<file path="config.mk">
export PLATFORM = sky130hd
export DESIGN_NAME = ddo_cordic
export DESIGN_NICKNAME = d
export VERILOG_FILES = /design/src/rtl/ddo_pkg.sv /design/src/rtl/ddo_cordic.sv
export SDC_FILE = /design/constraint.sdc
export NUM_CORES = 1
export LEC_CHECK = 0
export BUFFER_PORTS_ARGS = -buffer_cell sky130_fd_sc_hd__buf_2
export CAP_MARGIN = 25
export CORE_UTILIZATION = 61
export CTS_CLUSTER_SIZE = 8
export DETAILED_ROUTE_END_ITERATION = 16
export PLACE_DENSITY = 0.77
export REMOVE_ABC_BUFFERS = 1
export SLEW_MARGIN = 20
export SYNTH_ARGS = -nofsm -noshare
export SYNTH_HDL_FRONTEND = slang
export SYNTH_SLANG_ARGS = --single-unit
</file>
<file path="constraint.sdc">
create_clock -name clock -period 7.7 [get_ports clock]
set_clock_uncertainty 0.15 [all_clocks]
set_input_delay 1.54 -clock clock [delete_from_list [all_inputs] [get_ports clock]]
set_output_delay 1.54 -clock clock [all_outputs]
set_load 0.01 [all_outputs]
</file>
<file path="src/rtl/ddo_pkg.sv">
package ddo_pkg;

   localparam int unsigned CORDIC_STEPS_DEF = 16;
   localparam int unsigned ATAN_DEPTH       = 24;
   localparam int unsigned ATAN_IDX_W       = $clog2(ATAN_DEPTH);

   // 0.60725 in Q2.30, and round(2^32 / two pi)
   localparam logic signed [32:0] CORDIC_GAIN    = 33'sd652032874;
   localparam logic [29:0]        INV_TWO_PI_Q32 = 30'd683565276;

   localparam logic [23:0] RAD_PER_TICK_RST   = 24'd68898;
   localparam logic [15:0] WHEEL_RADIUS_RST   = 16'd8520;
   localparam logic [23:0] INV_WHEEL_BASE_RST = 24'd140335;

   localparam int unsigned CSR_ADDR_W = 4;
   localparam int unsigned CSR_DATA_W = 32;

   typedef enum logic [1:0] {
      CSR_RAD_PER_TICK   = 2'd0,
      CSR_WHEEL_RADIUS   = 2'd1,
      CSR_INV_WHEEL_BASE = 2'd2
   } ddo_csr_type;

   typedef struct packed {
      logic signed [31:0] left_count;
      logic signed [31:0] right_count;
      logic signed [15:0] left_speed;
      logic signed [15:0] right_speed;
   } ddo_req_type;

   typedef struct packed {
      logic signed [31:0] pose_x;
      logic signed [31:0] pose_y;
      logic [15:0]        heading_angle;
      logic signed [15:0] linear_speed;
      logic signed [15:0] turn_rate;
      logic signed [31:0] left_wheel_angle;
      logic signed [31:0] right_wheel_angle;
   } ddo_rsp_type;

   typedef struct packed {
      logic               done;
      logic signed [31:0] cosine;
      logic signed [31:0] sine;
   } ddo_rot_type;

   typedef enum logic [4:0] {
      ST_IDLE,
      ST_DL,
      ST_DR,
      ST_RATE,
      ST_DS,
      ST_ARC,
      ST_ARC_WB,
      ST_TURN,
      ST_TURN_WB,
      ST_KLO,
      ST_KHI,
      ST_KHI_WB,
      ST_ROT_INIT,
      ST_ROT,
      ST_XLO,
      ST_XHI,
      ST_YLO,
      ST_YHI,
      ST_YHI_WB,
      ST_ACC,
      ST_OUT
   } ddo_state_type;

   typedef enum logic [1:0] {
      ROT_IDLE,
      ROT_RUN,
      ROT_FIX
   } ddo_rot_state_type;

   // atan(2^-i) as a 32 bit binary angle
   function automatic logic [31:0] atan_turn(input logic [ATAN_IDX_W-1:0] idx);
      logic [31:0] r;
      case (idx)
         5'd0:    r = 32'h20000000;
         5'd1:    r = 32'h12E4051D;
         5'd2:    r = 32'h09FB385B;
         5'd3:    r = 32'h051111D4;
         5'd4:    r = 32'h028B0D43;
         5'd5:    r = 32'h0145D7E1;
         5'd6:    r = 32'h00A2F61E;
         5'd7:    r = 32'h00517C55;
         5'd8:    r = 32'h0028BE53;
         5'd9:    r = 32'h00145F2E;
         5'd10:   r = 32'h000A2F98;
         5'd11:   r = 32'h000517CC;
         5'd12:   r = 32'h00028BE6;
         5'd13:   r = 32'h000145F3;
         5'd14:   r = 32'h0000A2F9;
         5'd15:   r = 32'h0000517C;
         5'd16:   r = 32'h000028BE;
         5'd17:   r = 32'h0000145F;
         5'd18:   r = 32'h00000A2F;
         5'd19:   r = 32'h00000517;
         5'd20:   r = 32'h0000028B;
         5'd21:   r = 32'h00000145;
         5'd22:   r = 32'h000000A2;
         5'd23:   r = 32'h00000051;
         default: r = 32'h00000000;
      endcase
      return r;
   endfunction

   function automatic logic signed [31:0] sat32(input logic signed [65:0] v);
      logic signed [31:0] r;
      if (v > 66'sd2147483647) begin
         r = 32'sh7FFFFFFF;
      end else if (v < -66'sd2147483648) begin
         r = 32'sh80000000;
      end else begin
         r = v[31:0];
      end
      return r;
   endfunction

   function automatic logic signed [15:0] sat16(input logic signed [65:0] v);
      logic signed [15:0] r;
      if (v > 66'sd32767) begin
         r = 16'sh7FFF;
      end else if (v < -66'sd32768) begin
         r = 16'sh8000;
      end else begin
         r = v[15:0];
      end
      return r;
   endfunction

endpackage

</file>
<file path="src/rtl/ddo_cordic.sv">
module ddo_cordic #(
   parameter int unsigned CORDIC_STEPS = ddo_pkg::CORDIC_STEPS_DEF
) (
   input  logic                 clock,
   input  logic                 reset,
   input  logic                 start,
   input  logic [31:0]          angle,
   output ddo_pkg::ddo_rot_type rot
);
   import ddo_pkg::*;

   localparam int unsigned RotSteps =
      (CORDIC_STEPS > ATAN_DEPTH) ? ATAN_DEPTH : CORDIC_STEPS;
   localparam logic [ATAN_IDX_W-1:0] LastIdx = ATAN_IDX_W'(RotSteps - 1);

   ddo_rot_state_type state_ff, state_in;

   logic [ATAN_IDX_W-1:0] idx_ff, idx_in;
   logic signed [32:0]    x_ff, x_in, y_ff, y_in, z_ff, z_in;
   logic                  flip_ff, flip_in;
   logic signed [31:0]    cos_ff, cos_in, sin_ff, sin_in;

   logic               load, run, fix;
   logic signed [32:0] z_raw, z_fold, xs, ys, at;
   logic               fold;

   // next state
   always_comb begin
      state_in = state_ff;
      unique case (state_ff)
         ROT_IDLE: if (start) state_in = ROT_RUN;
         ROT_RUN:  if (idx_ff == LastIdx) state_in = ROT_FIX;
         ROT_FIX:  state_in = ROT_IDLE;
         default:  state_in = ROT_IDLE;
      endcase
   end

   // outputs
   always_comb begin
      load = 1'b0;
      run  = 1'b0;
      fix  = 1'b0;
      unique case (state_ff)
         ROT_IDLE: load = start;
         ROT_RUN:  run  = 1'b1;
         ROT_FIX:  fix  = 1'b1;
         default:  load = 1'b0;
      endcase
   end

   // fold the angle into the right half plane, negate the result at the end
   always_comb begin
      z_raw = {angle[31], angle};
      fold  = 1'b0;
      z_fold = z_raw;
      if (z_raw > 33'sd1073741824) begin
         z_fold = z_raw - 33'sd2147483648;
         fold   = 1'b1;
      end else if (z_raw < -33'sd1073741824) begin
         z_fold = z_raw + 33'sd2147483648;
         fold   = 1'b1;
      end
   end

   assign xs = x_ff >>> idx_ff;
   assign ys = y_ff >>> idx_ff;
   assign at = {1'b0, atan_turn(idx_ff)};

   always_comb begin
      idx_in  = idx_ff;
      x_in    = x_ff;
      y_in    = y_ff;
      z_in    = z_ff;
      flip_in = flip_ff;
      cos_in  = cos_ff;
      sin_in  = sin_ff;
      if (load) begin
         idx_in  = '0;
         x_in    = CORDIC_GAIN;
         y_in    = '0;
         z_in    = z_fold;
         flip_in = fold;
      end
      if (run) begin
         idx_in = idx_ff + 1'b1;
         if (!z_ff[32]) begin
            x_in = x_ff - ys;
            y_in = y_ff + xs;
            z_in = z_ff - at;
         end else begin
            x_in = x_ff + ys;
            y_in = y_ff - xs;
            z_in = z_ff + at;
         end
      end
      if (fix) begin
         cos_in = flip_ff ? -x_ff[31:0] : x_ff[31:0];
         sin_in = flip_ff ? -y_ff[31:0] : y_ff[31:0];
      end
   end

   always_ff @(posedge clock) begin
      if (reset) begin
         state_ff <= ROT_IDLE;
      end else begin
         state_ff <= state_in;
      end
   end

   always_ff @(posedge clock) begin
      idx_ff  <= idx_in;
      x_ff    <= x_in;
      y_ff    <= y_in;
      z_ff    <= z_in;
      flip_ff <= flip_in;
      cos_ff  <= cos_in;
      sin_ff  <= sin_in;
   end

   // cosine and sine registers are loaded at the edge that ends the done cycle
   assign rot.done   = fix;
   assign rot.cosine = cos_ff;
   assign rot.sine   = sin_ff;

endmodule

</file>
==> results of run 1 <==
## layer usage
| metal | routed length [µm] | GRT usage | part of all wire | up-vias |
|---|---|---|---|---|
| li1 | - | - | - | 8725 |
| met1 | 25900 | 0.493 | 0.39 | 9135 |
| met2 | 30800 | 0.622 | 0.46 | 1091 |
| met3 | 5810 | 0.0601 | 0.087 | 202 |
| met4 | 4050 | 0.219 | 0.061 | 0 |
| met5 | 0 | 0 | 0 | - |
## flip-flops by register name, indices dropped and copies added (netlist names)
name and flops:
x_ff 33, y_ff 33, z_ff 33, cos_ff 32, sin_ff 32, at 30, idx_ff 5, state_ff 2
flip_ff 1
## path summary, 6_finish.rpt
| path | from | endpoint | slack, ns | depth (start not counted) |
|---|---|---|---|---|
| worst max-delay path | idx_ff[0]$_DFFE_PN_ | y_ff[30]$_SDFFCE_PP0N_ | 0.68 | 19 |
| worst min register to register | y_ff[0]$_SDFFCE_PP0N_ | sin_ff[0]$_DFFE_PP_ | 0.43 | 0 |
| worst min-delay path | y_ff[0]$_SDFFCE_PP0N_ | sin_ff[0]$_DFFE_PP_ | 0.43 | 0 |
| worst max register to register | idx_ff[0]$_DFFE_PN_ | y_ff[30]$_SDFFCE_PP0N_ | 0.68 | 19 |
## cells in the final DEF (no fill, tap or decap), types with 10 or more instances in the layout
cell type,synthesis,routed
a211o_1,12,12
a211oi_1,24,24
a21o_1,49,49
a21oi_1,161,161
a221oi_1,10,10
a31oi_1,42,42
and2_1,21,21
and3_1,24,24
buf_2,26,99
buf_4,6,51
clkbuf_1,106,23
clkbuf_16,0,29
dfxtp_1,32,32
edfxtp_1,169,169
ha_1,110,110
inv_1,52,51
mux2_2,35,35
mux2i_1,70,70
mux4_2,78,78
nand2_1,217,217
nand2b_1,33,32
nand3_1,45,45
nand4_1,13,13
nor2_1,167,167
nor2b_1,22,20
nor3_1,52,52
nor3b_1,11,11
nor4_1,15,15
o211ai_1,19,19
o21a_1,26,26
o21ai_0,163,163
o21bai_1,18,18
o22ai_1,22,22
o31ai_1,28,28
o41ai_1,10,10
or3_1,22,22
xnor2_1,145,145
xor2_1,71,71
## synth_stat cells, drive strengths merged, types with 6 or more instances
library cell  instances
ha                  110
o41ai                10
nor4                 16
xor2                 71
or3                  22
o22ai                22
mux2                 37
and4                  7
a21o                 49
a31oi                42
a221oi               10
mux4                 78
dfxtp                32
buf                  57
inv                  53
o31ai                29
a211o                12
mux2i                70
a22oi                 9
nor3b                12
and2                 22
and3                 24
a211oi               25
o211ai               19
nand2               217
a21oi               161
edfxtp              169
nor2                167
nand3                46
o21a                 26
nor2b                22
o21ai               166
xnor2               145
a41oi                 7
or4                   9
nand4                13
or2                   9
o21bai               18
clkbuf              107
nor3                 54
o221ai                6
a21boi                6
nand2b               33
## power by group through the flow
stage | clock network [mW] | registers, mW | logic (mW)
global route | 1.23 | 2.24 | 7.36
finish | 1.18 | 2.21 | 6.78
detailed placement | 0 | 2.20 | 6.55
CTS | 1.19 | 2.18 | 6.63
global placement | 0 | 2.19 | 6.39
floorplan | 0 | 2.01 | 5.01
## worst max-delay path: stages, from the launching register on
cell and delay [ns]:
edfxtp_1 0.36, buf_4 0.58, mux2_2 0.44, o21a_1 0.25, mux2_2 0.37, a221oi_1 0.76
nand4b_2 0.44, nor4_4 0.61, a21oi_1 0.16, xnor2_1 0.17, a21oi_1 0.12, ha_1 0.44
a211o_1 0.20, o22ai_1 0.10, a31oi_1 0.29, a21oi_1 0.18, o21ai_0 0.36, a31oi_1 0.17
or4b_2 0.62, nand3_1 0.09
## logic make-up after synthesis
family,share of synthesized area
DFF,0.277
AOI/OAI and AO/OA,0.209
buffers and inverters,0.0459
muxes,0.139
and+or+nand+nor,0.167
xor gates and xnor gates,0.0918
adders and majority gates,0.0697
## layout make-up
type	instances	area (µm²)	share of cell area
Timing Repair Buffer	154	953	0.0429
Clock inverter	1	6.26	0.000282
Clock buffer	52	812	0.0366
Sequential cell	201	5720	0.257
Inverter	53	201	0.00907
Multi-Input combinational cell	1881	14000	0.629
Tap cell	442	553	0.0249
==> results.toml, run 1 <==
[critical_path]
cp-start-kind = "flop"
crit_arrival_ns = 7.30
cp-end-kind = "flop"
worstSetupPathType = "flop to flop"
critPathMaxFanout = 50
required_ns = 7.98

[clock_tree]
ctsHoldBuffers = 0
cts_max_level = 1
cts_buffers = 29
cts.clk_slew.worst_paths_ns = 0.06
cts_tree = "done"
root_buffer = "clkbuf_16"
clk_latency_ns = 0.57
clkSinkCount = 201
post_cts_resized = 0
max-clock-path-buffers = 3
cts_setup_buffers = 0

[power_and_ir_drop]
power_frac_comb = 0.667
cellLeakagePower_nw = 8.58
sequentialPowerShare = 0.218
sw_frac_of_total = 0.491
power_density_nw_per_um2 = 458
p_switching_mw = 4.99
intPower_mw = 5.18
clkPwrFrac = 0.116
power.total_mw = 10.2
vdd_drop_max_mv = 0.275

[die]
rows = 66
die_w_um = 186
fp.dieH_um = 186
start_util = 0.627
design.die.area_um2 = 34500
core-area_um2 = 32900
io_pins = 100

[place]
dp_hpwl_um = 48000
dp_cells = 2730
io_buffers = 99
place.gp.congestion = 1.04
post_dp_cell_area_um2 = 21400
dp_slack_ns = 0.559

[status]
run_status = "finished clean"

[routing]
drtIter0Drc = 1800
vias_per_cell = 6.88
drc = 0
final_antenna_net_count = 0
routed_wl_um = 66600
vias = 19200
dr.pass1.iters = 8
wire_per_inst_um = 23.9

[grt]
grt-ovfl-total = 0
grt_max_degree = 81
grt_usage = 0.386
grt_pass1_vias = 17900
grt_pass1_wl_um = 103000
antenna_found_initial = 0

[synthesis]
synthArstFlopShare = 0
yosys.cell_types.count = 95
postSynthAreaPerCell_um2 = 8.96
ys_seq_elements = 201
synth_area_leaders = "edfxtp_1 (25%), mux4_2 (8.5%), ha_1 (6.7%)"
syn_inst = 2299
synth_edf_count = 169
synth-seq-area-share = 0.277
synth_top_cell_area_share = 0.246
synth_area_um2 = 20600
synth_ff_type = "edfxtp_1"
synth_area_leader_cell = "edfxtp_1"
ys.warnings.count = 0

[finish]
fin_cells = 2784
nets = 2468
areaGrowthSynthToFinish_pct = 7.75
fin_util = 0.676
finalInstanceArea_um2 = 22200
drive_above_1_share = 0.141
n_antenna_cell = 0
fill_cells = 2671

[timing]
worst-slew-pin-transition_ns = 0.957
finalSetupTns_ns = 0
fmax_mhz = 143
timing.hold.ws_ns = 0.429
final_max_slew_viol_count = 0
min_period_over_period = 0.911
hold_viol_final = 0
finalSetupViolCount = 0
final.setup.worst_slack_ns = 0.683
rsz0062_at_grt = "no"
max_slew_margin = 0.359
timing.final.crit_period_ns = 7.02

[worst_hold_path]
holdCritPathClass = "flop to flop"

[run]
max_cap_violations = 0
No activity file was read; power rests on OpenSTA's default activity.
==> run 2, diff against run 1 <==
Settings changed: CTS_BUF_LIST from default to sky130_fd_sc_hd__clkbuf_4 sky130_fd_sc_hd__clkbuf_8 sky130_fd_sc_hd__clkbuf_16.
Clock period 7.7 ns to 7.15 ns, I/O delays scaled along.
==> results.toml, run 2 (same netlist as run 1, synthesis figures left out) <==
[status]
run_status = "finished clean"

[finish]
final_common_cell = "nand2_1"
fin_cells = 2807
n_antenna_cell = 0
top_regs = "x_ff x33, y_ff x33, z_ff x33"
nets = 2490
drive_above_1_share = 0.159
areaGrowthSynthToFinish_pct = 9.21
mostFrequentLayoutCells = "nand2_1 (217), edfxtp_1 (169), nor2_1 (167)"

[grt]
grt_pass1_vias = 18500
grt_pass1_wl_um = 104000
grtUsageMet3 = 0.0573
met1_usage = 0.501
grt_usage = 0.390
antenna_found_initial = 1
met2_usage = 0.629
grt_max_degree = 74
grt-ovfl-total = 0
grt.busiest_layer = "met2"

[timing]
finalSetupTns_ns = 0
final_max_slew_viol_count = 0
worst-slew-pin-transition_ns = 1.01
min_period_over_period = 0.955
max_slew_margin = 0.322
timing.hold.ws_ns = 0.442
fmax_mhz = 146
finalSetupViolCount = 0
hold_viol_final = 0
rsz0062_at_grt = "no"
final.setup.worst_slack_ns = 0.322
timing.final.crit_period_ns = 6.83

[die]
rows = 66
io_pins = 100
core-area_um2 = 32900
start_util = 0.627
fp.dieH_um = 186
design.die.area_um2 = 34500
die_w_um = 186

[place]
place.gp.congestion = 1.11
io_buffers = 99
dp_hpwl_um = 48900
dp_slack_ns = 0.199
dp_cells = 2746

[critical_path]
required_ns = 7.45
crit_arrival_ns = 7.12
critPathMaxFanout = 19
cp-start-kind = "flop"
worstSetupPathType = "flop to flop"
cp-end-kind = "flop"

[worst_hold_path]
holdCritPathClass = "flop to flop"

[power_and_ir_drop]
vdd_drop_max_mv = 0.296
p_switching_mw = 5.41
power_frac_comb = 0.665
cellLeakagePower_nw = 8.78
intPower_mw = 5.74
sw_frac_of_total = 0.485
clkPwrFrac = 0.126
sequentialPowerShare = 0.210
power_density_nw_per_um2 = 496

[routing]
drc = 0
final_antenna_net_count = 0
drtIter0Drc = 2160
wire_per_inst_um = 23.9
dr.pass1.iters = 6
vias_per_cell = 6.89
routed_wl_um = 67200
vias = 19300

[clock_tree]
max-clock-path-buffers = 3
root_buffer = "clkbuf_16"
cts_buffers = 29
clk_latency_ns = 0.58
cts.clk_slew.worst_paths_ns = 0.06
ctsHoldBuffers = 0
clkSinkCount = 201
cts_setup_buffers = 0
cts_tree = "done"
cts_max_level = 1
post_cts_resized = 0

[run]
max_cap_violations = 0
run 2: cell count changes in the layout (fill, tap and decap cells not counted), moves of 2 or more:
cell,change
clkbuf_4,+22
clkbuf_1,-23
buf_4,+20
buf_12,+2
run 2: layout make-up:
cell class	count	area [µm²]
Multi-Input combinational cell	1881	14000
Fill cell	2679	10400
Sequential cell	201	5720
Timing Repair Buffer	176	1130
Clock buffer	53	930
Tap cell	442	553
Inverter	53	201
Clock inverter	1	8.76
run 2: routing by layer:
metal / vias up / part of all wire / routed length [µm]
li1: 8774 / - / -
met1: 9210 / 0.39 / 26300
met2: 1137 / 0.46 / 31000
met3: 223 / 0.088 / 5930
met4: 2 / 0.057 / 3860
met5: - / 0.00018 / 12
run 2: worst max-delay path, stage by stage (launching register included):
cell	delay, ns
edfxtp_1	0.78
buf_12	0.25
mux2_2	0.37
mux4_2	0.54
a221oi_1	0.74
nand4b_2	0.33
nor4_4	0.58
a31oi_1	0.27
xor2_1	0.24
o21ai_0	0.30
ha_1	0.27
a21oi_1	0.08
o21ai_0	0.16
a21oi_1	0.11
o21ai_0	0.17
a21oi_1	0.10
o21ai_0	0.38
a31oi_1	0.17
or4b_2	0.62
nand3_1	0.09
run 2: final timing paths:
kind	from	end	slack, ns	cells past startpoint
worst max-delay path	idx_ff[2]$_DFFE_PN_	y_ff[30]$_SDFFCE_PP0N_	0.32	19
worst min-delay path	y_ff[0]$_SDFFCE_PP0N_	sin_ff[0]$_DFFE_PP_	0.44	0
worst max register to register	idx_ff[2]$_DFFE_PN_	y_ff[30]$_SDFFCE_PP0N_	0.32	19
worst min register to register	y_ff[0]$_SDFFCE_PP0N_	sin_ff[0]$_DFFE_PP_	0.44	0
run 2: power groups by stage:
stage	clock network [mW]	registers (mW)	logic, mW
finish	1.40	2.34	7.42
CTS	1.41	2.30	7.24
global route	1.45	2.37	8.05
global placement	0	2.31	6.98
floorplan	0	2.17	5.39
detailed placement	0	2.32	7.16
run 2: through the flow:
step / util / total power, mW / instance area [µm²]
global placement: 0.655 / 9.29 / 21500
detailed placement: 0.655 / 9.49 / 21500
finish: 0.685 / 11.2 / 22500
global route: 0.685 / 11.9 / 22500
CTS: 0.683 / 10.9 / 22500
floorplan: - / 7.56 / 19900
